<file path="src/hw/rtl/assert_macros.svh">
// assertion macros for the rtl modules
`ifndef ASSERT_MACROS_SVH
`define ASSERT_MACROS_SVH

// property must hold at every rising clock edge outside reset
`define ASSERT_HOLDS(lbl, clk, rst_n, prop) \
    lbl: assert property (@(posedge clk) disable iff (!rst_n) (prop)) \
        else $error("assertion failed: property violated");

// condition must never be true outside reset
`define ASSERT_NEVER(lbl, clk, rst_n, cond) \
    lbl: assert property (@(posedge clk) disable iff (!rst_n) !(cond)) \
        else $error("assertion failed: forbidden condition seen");

`endif

</file>
<file path="src/hw/rtl/stci_pkg.sv">
// types, constants and codes of the sequence tracker and credit issuer
`default_nettype none

package stci_pkg;

    localparam int HEADER_BYTES = 16;
    localparam int COUNTER_BITS = 48;
    localparam int TIMER_BITS   = 16;

    localparam int STAT_W   = 48;
    localparam int SEQ_W    = 32;
    localparam int LEN_W    = 16;
    localparam int MS_W     = 16;
    localparam int BATCH_W  = 11;
    localparam int CFG_IDX_W = 4;
    localparam int CFG_DATA_W = 16;
    localparam int MAX_RES  = 4;

    localparam logic [15:0] LINK_MAGIC = 16'hDA01;
    localparam logic [7:0]  TYPE_DATA  = 8'h01;

    localparam logic [15:0]      RST_CREDIT_WINDOW = 16'd2048;
    localparam logic [BATCH_W-1:0] RST_CREDIT_BATCH = 11'd64;
    localparam logic [15:0]      RST_BUSY_REFRESH  = 16'd100;
    localparam logic [15:0]      RST_IDLE_REFRESH  = 16'd10;
    localparam logic [15:0]      RST_IDLE_THRESH   = 16'd500;
    localparam logic [15:0]      RST_NACK_START    = 16'd200;
    localparam logic [15:0]      RST_NACK_STOP     = 16'd5000;
    localparam logic [15:0]      RST_NACK_PERIOD   = 16'd50;

    typedef enum logic {
        OP_HEADER = 1'b0,
        OP_TICK   = 1'b1
    } op_t;

    typedef enum logic [1:0] {
        MSG_STATUS  = 2'd0,
        MSG_CREDIT  = 2'd1,
        MSG_NACK    = 2'd2,
        MSG_DELIVER = 2'd3
    } msg_kind_t;

    typedef enum logic [CFG_IDX_W-1:0] {
        CFG_CREDIT_WINDOW = 4'd0,
        CFG_CREDIT_BATCH  = 4'd1,
        CFG_BUSY_REFRESH  = 4'd2,
        CFG_IDLE_REFRESH  = 4'd3,
        CFG_IDLE_THRESH   = 4'd4,
        CFG_NACK_START    = 4'd5,
        CFG_NACK_STOP     = 4'd6,
        CFG_NACK_PERIOD   = 4'd7
    } cfg_addr_t;

    typedef struct packed {
        op_t               opcode;
        logic [LEN_W-1:0]  datagram_bytes;
        logic [15:0]       magic_word;
        logic [7:0]        packet_type;
        logic [SEQ_W-1:0]  seq_number;
        logic [LEN_W-1:0]  payload_bytes;
    } item_t;

    typedef struct packed {
        msg_kind_t         msg_kind;
        logic [SEQ_W-1:0]  msg_value;
        logic [LEN_W-1:0]  deliver_bytes;
        logic              last_of_run;
        logic [STAT_W-1:0] rx_packets;
        logic [STAT_W-1:0] processed_packets;
        logic [STAT_W-1:0] out_of_order_packets;
        logic [STAT_W-1:0] gap_total;
        logic [STAT_W-1:0] rx_bytes;
        logic [SEQ_W-1:0]  highest_seen;
        logic [SEQ_W-1:0]  next_expected;
    } result_t;

    typedef struct packed {
        msg_kind_t         kind;
        logic [SEQ_W-1:0]  value;
        logic [LEN_W-1:0]  bytes;
    } slot_t;

endpackage

`default_nettype wire

</file>
<file path="src/hw/rtl/sequence_tracker_credit_issuer_top.sv">
// Receive-side sequence tracker and credit issuer of a credit-windowed datagram link.
//
// item channel: item_valid / item_stall carry a datagram header or a one
// millisecond tick (item.opcode). A transfer happens when valid is high and
// stall is low. result channel: result_valid / result_stall, same rule.
// cfg channel: cfg_valid / cfg_ready with cfg_index and cfg_data; cfg_ready
// is always high. The user must make writes only while the block is idle;
// the block itself does not enforce it. An item lands in an input register,
// is evaluated from there and its one to four results go into a small result
// queue, whose head shows the first result. The queue drains one result per
// cycle while result_stall is low; an item has one or two results for a
// header, one for a plain tick and up to four for a tick with a nack.
// Single-result items stream at one per cycle while results are not stalled.
// The status fields show the state after the whole item; last_of_run marks
// its final result. A stalled result holds; the input register then fills and
// item_stall rises until the queue is down to its last result being taken.
// Reset clears counters and sequence state, sets the granted limit to
// 2048, the nack timer to all ones and the registers to their defaults.
`default_nettype none
`include "assert_macros.svh"

module sequence_tracker_credit_issuer_top #(
    parameter int COUNTER_BITS = stci_pkg::COUNTER_BITS,
    parameter int TIMER_BITS   = stci_pkg::TIMER_BITS
) (
    input  wire logic                                clk,
    input  wire logic                                rst_n,
    input  wire logic                                item_valid,
    output logic                                     item_stall,
    input  wire stci_pkg::item_t                     item,
    output logic                                     result_valid,
    input  wire logic                                result_stall,
    output stci_pkg::result_t                        result,
    input  wire logic                                cfg_valid,
    output logic                                     cfg_ready,
    input  wire logic [stci_pkg::CFG_IDX_W-1:0]      cfg_index,
    input  wire logic [stci_pkg::CFG_DATA_W-1:0]     cfg_data
);

    localparam int SEQ_W   = stci_pkg::SEQ_W;
    localparam int MS_W    = stci_pkg::MS_W;
    localparam int BATCH_W = stci_pkg::BATCH_W;
    localparam int CNT_W   = $clog2(stci_pkg::MAX_RES + 1);
    localparam int SUM_W   = ((COUNTER_BITS > SEQ_W) ? COUNTER_BITS : SEQ_W) + 1;
    localparam int CMP_W   = (TIMER_BITS > MS_W) ? TIMER_BITS : MS_W;
    localparam logic [COUNTER_BITS-1:0] CNT_MAX = {COUNTER_BITS{1'b1}};

    function automatic logic [COUNTER_BITS-1:0] sat_add(
        input logic [COUNTER_BITS-1:0] a,
        input logic [SEQ_W-1:0]        b
    );
        logic [SUM_W-1:0] s;
        s = SUM_W'(a) + SUM_W'(b);
        return (s > SUM_W'(CNT_MAX)) ? CNT_MAX : s[COUNTER_BITS-1:0];
    endfunction

    function automatic logic [TIMER_BITS-1:0] tmr_inc(input logic [TIMER_BITS-1:0] t);
        return (&t) ? t : t + 1'b1;
    endfunction

    // configuration registers
    logic [15:0]        cfg_window_reg;
    logic [BATCH_W-1:0] cfg_batch_reg;
    logic [15:0]        cfg_busy_reg;
    logic [15:0]        cfg_idle_ref_reg;
    logic [15:0]        cfg_idle_thr_reg;
    logic [15:0]        cfg_nack_start_reg;
    logic [15:0]        cfg_nack_stop_reg;
    logic [15:0]        cfg_nack_period_reg;

    // tracking state
    logic [SEQ_W-1:0]        expected_reg, expected_next;
    logic [SEQ_W-1:0]        highest_reg, highest_next;
    logic [SEQ_W-1:0]        granted_reg, granted_next;
    logic [SEQ_W-1:0]        lcp_reg, lcp_next;
    logic [BATCH_W-1:0]      batch_reg, batch_next;
    logic [TIMER_BITS-1:0]   idle_age_reg, idle_age_next;
    logic [TIMER_BITS-1:0]   credit_age_reg, credit_age_next;
    logic [TIMER_BITS-1:0]   nack_age_reg, nack_age_next;
    logic [COUNTER_BITS-1:0] rx_pkts_reg, rx_pkts_next;
    logic [COUNTER_BITS-1:0] proc_pkts_reg, proc_pkts_next;
    logic [COUNTER_BITS-1:0] ooo_pkts_reg, ooo_pkts_next;
    logic [COUNTER_BITS-1:0] gap_reg, gap_next;
    logic [COUNTER_BITS-1:0] rx_bytes_reg, rx_bytes_next;

    // input register and result queue
    logic              in_full_reg;
    stci_pkg::item_t   in_item_reg;
    stci_pkg::slot_t   slot_reg [stci_pkg::MAX_RES];
    stci_pkg::slot_t   slot_next [stci_pkg::MAX_RES];
    logic [CNT_W-1:0]  res_cnt_reg, res_cnt_next;
    logic [CNT_W-1:0]  new_cnt;

    logic in_take;
    logic out_take;
    logic proc_go;

    assign cfg_ready    = 1'b1;
    assign result_valid = (res_cnt_reg != '0);
    assign out_take     = result_valid && !result_stall;
    assign proc_go      = in_full_reg &&
                          ((res_cnt_reg == '0) || ((res_cnt_reg == CNT_W'(1)) && out_take));
    assign item_stall   = in_full_reg && !proc_go;
    assign in_take      = item_valid && !item_stall;

    // configuration writes
    always_ff @(posedge clk or negedge rst_n)
    begin
        if (!rst_n)
        begin
            cfg_window_reg      <= stci_pkg::RST_CREDIT_WINDOW;
            cfg_batch_reg       <= stci_pkg::RST_CREDIT_BATCH;
            cfg_busy_reg        <= stci_pkg::RST_BUSY_REFRESH;
            cfg_idle_ref_reg    <= stci_pkg::RST_IDLE_REFRESH;
            cfg_idle_thr_reg    <= stci_pkg::RST_IDLE_THRESH;
            cfg_nack_start_reg  <= stci_pkg::RST_NACK_START;
            cfg_nack_stop_reg   <= stci_pkg::RST_NACK_STOP;
            cfg_nack_period_reg <= stci_pkg::RST_NACK_PERIOD;
        end
        else if (cfg_valid && cfg_ready)
        begin
            unique case (cfg_index)
                stci_pkg::CFG_CREDIT_WINDOW: cfg_window_reg      <= cfg_data;
                stci_pkg::CFG_CREDIT_BATCH:  cfg_batch_reg       <= cfg_data[BATCH_W-1:0];
                stci_pkg::CFG_BUSY_REFRESH:  cfg_busy_reg        <= cfg_data;
                stci_pkg::CFG_IDLE_REFRESH:  cfg_idle_ref_reg    <= cfg_data;
                stci_pkg::CFG_IDLE_THRESH:   cfg_idle_thr_reg    <= cfg_data;
                stci_pkg::CFG_NACK_START:    cfg_nack_start_reg  <= cfg_data;
                stci_pkg::CFG_NACK_STOP:     cfg_nack_stop_reg   <= cfg_data;
                stci_pkg::CFG_NACK_PERIOD:   cfg_nack_period_reg <= cfg_data;
                default: ;
            endcase
        end
    end

    // evaluation of the registered item
    always_comb
    begin
        logic             hdr_ok;
        logic [SEQ_W-1:0] lim;
        logic [SEQ_W-1:0] seq;
        logic [CMP_W-1:0] period;
        logic             any;
        logic [CNT_W-1:0] n;

        expected_next   = expected_reg;
        highest_next    = highest_reg;
        granted_next    = granted_reg;
        lcp_next        = lcp_reg;
        batch_next      = batch_reg;
        idle_age_next   = idle_age_reg;
        credit_age_next = credit_age_reg;
        nack_age_next   = nack_age_reg;
        rx_pkts_next    = rx_pkts_reg;
        proc_pkts_next  = proc_pkts_reg;
        ooo_pkts_next   = ooo_pkts_reg;
        gap_next        = gap_reg;
        rx_bytes_next   = rx_bytes_reg;
        for (int i = 0; i < stci_pkg::MAX_RES; i++)
        begin
            slot_next[i] = '{kind: stci_pkg::MSG_STATUS, value: '0, bytes: '0};
        end
        n      = '0;
        any    = 1'b0;
        lim    = '0;
        period = '0;
        seq    = in_item_reg.seq_number;
        hdr_ok = (in_item_reg.datagram_bytes >= 16'(stci_pkg::HEADER_BYTES)) &&
                 (in_item_reg.magic_word == stci_pkg::LINK_MAGIC) &&
                 (in_item_reg.packet_type == stci_pkg::TYPE_DATA);

        if (in_item_reg.opcode == stci_pkg::OP_HEADER)
        begin
            n = CNT_W'(1);
            if (hdr_ok)
            begin
                rx_pkts_next  = sat_add(rx_pkts_reg, SEQ_W'(1));
                rx_bytes_next = sat_add(rx_bytes_reg, SEQ_W'(in_item_reg.datagram_bytes));
                if (seq > highest_reg)
                begin
                    highest_next = seq;
                end
                idle_age_next = '0;
                if (seq >= expected_reg)
                begin
                    if (seq != expected_reg)
                    begin
                        ooo_pkts_next = sat_add(ooo_pkts_reg, SEQ_W'(1));
                        gap_next      = sat_add(gap_reg, seq - expected_reg);
                    end
                    proc_pkts_next = sat_add(proc_pkts_reg, SEQ_W'(1));
                    expected_next  = seq + 1'b1;
                    slot_next[0]   = '{kind: stci_pkg::MSG_DELIVER, value: seq,
                                       bytes: in_item_reg.payload_bytes};
                end
                batch_next = batch_reg + 1'b1;
                if (batch_next >= cfg_batch_reg)
                begin
                    lim = expected_next + SEQ_W'(cfg_window_reg);
                    if (lim > granted_reg)
                    begin
                        granted_next    = lim;
                        lcp_next        = expected_next;
                        credit_age_next = '0;
                        slot_next[1]    = '{kind: stci_pkg::MSG_CREDIT, value: lim, bytes: '0};
                        n = CNT_W'(2);
                    end
                    batch_next = '0;
                end
            end
        end
        else
        begin
            idle_age_next   = tmr_inc(idle_age_reg);
            credit_age_next = tmr_inc(credit_age_reg);
            nack_age_next   = tmr_inc(nack_age_reg);
            lim = expected_reg + SEQ_W'(cfg_window_reg);

            // credit after the expected sequence moved
            if ((expected_reg != lcp_reg) && (lim > granted_reg))
            begin
                granted_next    = lim;
                lcp_next        = expected_reg;
                credit_age_next = '0;
                slot_next[n[1:0]] = '{kind: stci_pkg::MSG_CREDIT, value: lim, bytes: '0};
                n   = n + 1'b1;
                any = 1'b1;
            end

            // periodic refresh, busy or idle period
            period = (CMP_W'(idle_age_next) > CMP_W'(cfg_idle_thr_reg)) ?
                     CMP_W'(cfg_idle_ref_reg) : CMP_W'(cfg_busy_reg);
            if (CMP_W'(credit_age_next) >= period)
            begin
                granted_next    = lim;
                credit_age_next = '0;
                slot_next[n[1:0]] = '{kind: stci_pkg::MSG_CREDIT, value: lim, bytes: '0};
                n   = n + 1'b1;
                any = 1'b1;
            end

            // nack window while idle
            if ((CMP_W'(idle_age_next) >= CMP_W'(cfg_nack_start_reg)) &&
                (CMP_W'(idle_age_next) <  CMP_W'(cfg_nack_stop_reg)) &&
                (CMP_W'(nack_age_next) >= CMP_W'(cfg_nack_period_reg)))
            begin
                slot_next[n[1:0]] = '{kind: stci_pkg::MSG_NACK, value: expected_reg,
                                      bytes: '0};
                n = n + 1'b1;
                slot_next[n[1:0]] = '{kind: stci_pkg::MSG_CREDIT, value: lim, bytes: '0};
                n = n + 1'b1;
                granted_next  = lim;
                nack_age_next = '0;
                any = 1'b1;
            end

            if (!any)
            begin
                n = CNT_W'(1);
            end
        end
        new_cnt = n;
    end

    always_comb
    begin
        if (proc_go)
        begin
            res_cnt_next = new_cnt;
        end
        else if (out_take)
        begin
            res_cnt_next = res_cnt_reg - 1'b1;
        end
        else
        begin
            res_cnt_next = res_cnt_reg;
        end
    end

    // control state
    always_ff @(posedge clk or negedge rst_n)
    begin
        if (!rst_n)
        begin
            in_full_reg    <= 1'b0;
            res_cnt_reg    <= '0;
            expected_reg   <= '0;
            highest_reg    <= '0;
            granted_reg    <= SEQ_W'(stci_pkg::RST_CREDIT_WINDOW);
            lcp_reg        <= '0;
            batch_reg      <= '0;
            idle_age_reg   <= '0;
            credit_age_reg <= '0;
            nack_age_reg   <= '1;
            rx_pkts_reg    <= '0;
            proc_pkts_reg  <= '0;
            ooo_pkts_reg   <= '0;
            gap_reg        <= '0;
            rx_bytes_reg   <= '0;
        end
        else
        begin
            res_cnt_reg <= res_cnt_next;
            if (in_take)
            begin
                in_full_reg <= 1'b1;
            end
            else if (proc_go)
            begin
                in_full_reg <= 1'b0;
            end
            if (proc_go)
            begin
                expected_reg   <= expected_next;
                highest_reg    <= highest_next;
                granted_reg    <= granted_next;
                lcp_reg        <= lcp_next;
                batch_reg      <= batch_next;
                idle_age_reg   <= idle_age_next;
                credit_age_reg <= credit_age_next;
                nack_age_reg   <= nack_age_next;
                rx_pkts_reg    <= rx_pkts_next;
                proc_pkts_reg  <= proc_pkts_next;
                ooo_pkts_reg   <= ooo_pkts_next;
                gap_reg        <= gap_next;
                rx_bytes_reg   <= rx_bytes_next;
            end
        end
    end

    // payload registers
    always_ff @(posedge clk)
    begin
        if (in_take)
        begin
            in_item_reg <= item;
        end
        if (proc_go)
        begin
            slot_reg <= slot_next;
        end
        else if (out_take)
        begin
            // queue head moves up by one after each result transfer
            for (int i = 0; i < stci_pkg::MAX_RES - 1; i++)
            begin
                slot_reg[i] <= slot_reg[i+1];
            end
        end
    end

    // status fields come straight from state, which only moves once the queue drains
    always_comb
    begin
        result.msg_kind             = slot_reg[0].kind;
        result.msg_value            = slot_reg[0].value;
        result.deliver_bytes        = slot_reg[0].bytes;
        result.last_of_run          = (res_cnt_reg == CNT_W'(1));
        result.rx_packets           = stci_pkg::STAT_W'(rx_pkts_reg);
        result.processed_packets    = stci_pkg::STAT_W'(proc_pkts_reg);
        result.out_of_order_packets = stci_pkg::STAT_W'(ooo_pkts_reg);
        result.gap_total            = stci_pkg::STAT_W'(gap_reg);
        result.rx_bytes             = stci_pkg::STAT_W'(rx_bytes_reg);
        result.highest_seen         = highest_reg;
        result.next_expected        = expected_reg;
    end

    `ASSERT_NEVER(a_queue_bound, clk, rst_n, res_cnt_reg > CNT_W'(stci_pkg::MAX_RES))
    `ASSERT_HOLDS(a_item_gives_result, clk, rst_n, proc_go |=> (res_cnt_reg != '0))
    `ASSERT_HOLDS(a_state_held, clk, rst_n,
        !proc_go |=> ($stable(expected_reg) && $stable(granted_reg) && $stable(rx_pkts_reg)))
    `ASSERT_HOLDS(a_processed_le_rx, clk, rst_n,
        (rx_pkts_reg != CNT_MAX) |-> (proc_pkts_reg <= rx_pkts_reg))

endmodule

`default_nettype wire

</file>
<file path="config.mk">
export PLATFORM = sky130hd
export DESIGN_NAME = sequence_tracker_credit_issuer_top
export DESIGN_NICKNAME = d
export VERILOG_FILES = /design/src/hw/rtl/stci_pkg.sv /design/src/hw/rtl/sequence_tracker_credit_issuer_top.sv
export VERILOG_INCLUDE_DIRS = /design/src /design/src/hw/rtl
export SDC_FILE = /design/constraint.sdc
export NUM_CORES = 2
export LEC_CHECK = 0
export BUFFER_PORTS_ARGS = -buffer_cell sky130_fd_sc_hd__buf_2
export CAP_MARGIN = 20
export CORE_MARGIN = 2
export CORE_UTILIZATION = 35
export CTS_CLUSTER_DIAMETER = 60
export CTS_CLUSTER_SIZE = 24
export DETAILED_ROUTE_END_ITERATION = 16
export PLACE_DENSITY = 0.59
export SETUP_SLACK_MARGIN = 0.5
export SYNTH_ARGS = -nofsm -noshare
export SYNTH_HDL_FRONTEND = slang
export SYNTH_SLANG_ARGS = --single-unit
</file>
<file path="constraint.sdc">
create_clock -name clk -period 12.2 [get_ports clk]
set_input_delay 1.22 -clock clk [delete_from_list [all_inputs] [get_ports clk]]
set_output_delay 1.22 -clock clk [all_outputs]
set_load 0.01 [all_outputs]
</file>
==> reports/summary.txt <==
Synthesized flop and latch total - 795
F_max - 91.9 MHz
I/O Buffers - 470
First-pass GRT wire length - 283000 µm
Period utilization - 0.892
Iter 0 DRT Violations - 4446
Initial core utilization - 0.354
Main combinational cell family by area after synthesis - compound AO/OA/AOI/OAI gates
Post-synthesis xor/xnor area fraction - 0.0434
CP max-delay cell - nor3_2
Number of CTS-inserted buffers - 101
Fillers - 14.5k
DR WL/cell - 23.7 µm
Asr flop ratio synth - 0.697
Clock Latency Late Sink - 0.75 ns
Max Cap Viol - 0
Core area - 146000 µm²
Cell count after synthesis - 5696
Adder-cell share of the synthesized area - 0.0785
Worst flop-to-flop path endpoint - slot_reg[141]$_DFFE_PP_
Area growth syn-to-layout - 15.0%
Sequential-to-total area share from yosys stat - 0.409
Worst rel slew slack - 0.197
Root buffer cell - clkbuf_16
Post-CTS setup buffers - 0
Crit path max fanout - 23
Cell Pwr Density - 179 nW/µm²
H-Tree Depth - 3
RR Startpoint - expected_reg[0]$_DFFE_PN0P_
Hold slack - 0.425 ns
Hpwl dp - 140000 µm
Setup WS post-layout - 1.32 ns
DRC viols - 0
Yosys warning total - 0
Clk sinks - 795
Final Hold Vio Count - 0
Outcome - finished clean
Min Clock Period, post-route - 10.88 ns
Gr ovfl total - 0
Io pins - 472
DIE HEIGHT - 388 µm
CTS Hold Buffers Added - 0
Final WL - 190000 µm
Syn Nets - 6131
Setup violations, final - 0
Mapped Area - 51700 µm²
Crit path required time - 12.66 ns
WS Path Type - reg -> reg
Syn Area/Cell - 9.07 µm²
Clk pin slew, worst setup/hold paths - 0.07 ns
Clk buf depth - 3
FP Rows - 140
Highest-count cells in the layout ignoring fill and taps - nand2_1 (513), dfrtp_1 (513), nor2_1 (503)
Via density - 5.82
Die area - 151000 µm²
DP Worst Slack - 1.60 ns
Tightest Pin Transition - 1.20 ns
Routability cong. - 0.979
Unique cell type count in the Yosys netlist - 110
Crit. End Element - flip-flop
Register-to-register setup slack - 1.32 ns
Multiplexer area fraction after synthesis - 0.0410
Fraction of the mapped netlist area in compound gates - 0.194
Overall global routing resource usage - 0.244
Nets - 6459
RSZ-0062 raised after global routing - false
Pin count of the biggest net entering global routing - 133
Worst r2r path cells - 33
Post-Synth Simple-Gate Area - 0.183
Clock skew - 0.0535 ns
Drt first pass iters - 6
Fin. max-slew vios - 0
Setup TNS - 0 ns
Antenna Nets Post-Route - 0
DP Area - 55800 µm²
Static leakage - 0.0256 µW
CTS tree - built
Layout cell share with drive strength beyond 1 - 0.166
Worst setup SP type - flip-flop
Most used cell along the critical path - ha_1
Total number of vias - 46.8k
Number of flip-flops in the largest register - 102
CP arrival - 11.33 ns
Initial antenna violation count - 9
EDFF count, synth - 241
Resize count post-CTS - 0
Final Power - 10600 µW
Hold WC Path Type - in -> async
Worst Setup SP - expected_reg[0]$_DFFE_PN0P_
Design area - 59400 µm²
CP max stage delay - 0.79 ns
Most used DFF post-synth - dfrtp_1
Die span in x - 388 µm
Vias in the first global route - 43.8k
Max VDD drop - 0.000140 V
## cell type report
cell class / count / area (µm²) / share of cell area
repair buffers: 577 / 3260 / 0.0548
clock buffers: 108 / 2610 / 0.0439
well taps: 1917 / 2400 / 0.0404
diodes: 2 / 5.00 / 0.0000843
clock inverters: 81 / 952 / 0.0160
multi-input cells: 4274 / 28000 / 0.471
flip-flops and latches: 795 / 21200 / 0.356
inverters: 275 / 1030 / 0.0174
## cells in the mapped netlist (21+ instances only)
master / count / area share
nand4_1: 125 / 0.015
mux2_2: 131 / 0.029
o21ai_0: 360 / 0.035
buf_2: 35 / 0.0034
nor3_1: 145 / 0.014
and4_1: 32 / 0.0054
a211oi_1: 50 / 0.0073
buf_4: 55 / 0.0080
dfrtp_1: 513 / 0.25
a221o_1: 21 / 0.0041
a41oi_1: 25 / 0.0042
nor2_1: 510 / 0.037
or3_1: 24 / 0.0029
nand2b_1: 30 / 0.0036
ha_1: 316 / 0.077
o211ai_1: 32 / 0.0047
o21a_1: 52 / 0.0076
and2_1: 26 / 0.0031
edfxtp_1: 241 / 0.14
mux2i_1: 64 / 0.012
nor4_1: 52 / 0.0063
o31ai_1: 35 / 0.0051
nor2b_1: 26 / 0.0031
nand2_1: 515 / 0.037
dfstp_2: 41 / 0.021
a22oi_1: 33 / 0.0048
clkbuf_1: 235 / 0.017
o22ai_1: 38 / 0.0046
inv_1: 270 / 0.020
xnor2_1: 185 / 0.031
a21o_1: 94 / 0.014
nand3_1: 200 / 0.019
xor2_1: 71 / 0.012
and3_1: 129 / 0.016
a31oi_1: 173 / 0.021
or4_1: 23 / 0.0033
a21oi_1: 412 / 0.040
a22o_1: 68 / 0.012
## power breakdown
part | switching (µW) | internal [µW] | total (µW)
registers | 388 | 3430 | 3820
clock network | 1470 | 1720 | 3190
logic | 2340 | 1270 | 3600
## routing by layer
metal  wire, µm  global-route usage  vias to the layer above
met1      80000               0.325                    22800
met4       8230              0.0980                        2
met3      16800              0.0582                      359
li1           -                   -                    21600
met5         10                   0                        -
met2      85000               0.380                     2002
## logic make-up (layout without fill, tap and decap cells)
kind of cell             after synthesis  after routing
buffers and inverters                627           1041
adder cells (fa/ha/maj)              321            321
XOR/XNOR                             256            256
AO/OA/AOI/OAI                       1577           1577
multiplexers                         195            195
AND/OR/NAND/NOR                     1924           1924
flip-flops                           795            795
other                                  1              3
## through the flow
stage | std cells | util
after detailed placement | 7832 | 0.382
after global routing | 8027 | 0.407
after floorplan | 5696 | -
after CTS | 8021 | 0.406
after global placement | 7829 | 0.381
final | 8029 | 0.407
## worst max-delay path: cells and delay by family (launching register included)
family	cells	cell delay (ns)
xor+xnor	1	0.28
compound gates	12	3.43
simple gates	10	3.61
fa+ha+maj	5	1.83
flops	1	0.59
buf+inv	5	0.81
## worst max path at each step
stage               cells after the start                       to
detailed placement                     32  slot_reg[141]$_DFFE_PP_
global placement                       32  slot_reg[141]$_DFFE_PP_
floorplan                              37  lcp_reg[24]$_DFFE_PN0P_
CTS                                    32  slot_reg[141]$_DFFE_PP_
global route                           35  slot_reg[141]$_DFFE_PP_
finish                                 33  slot_reg[141]$_DFFE_PP_
No activity file was read; power rests on OpenSTA's default activity.
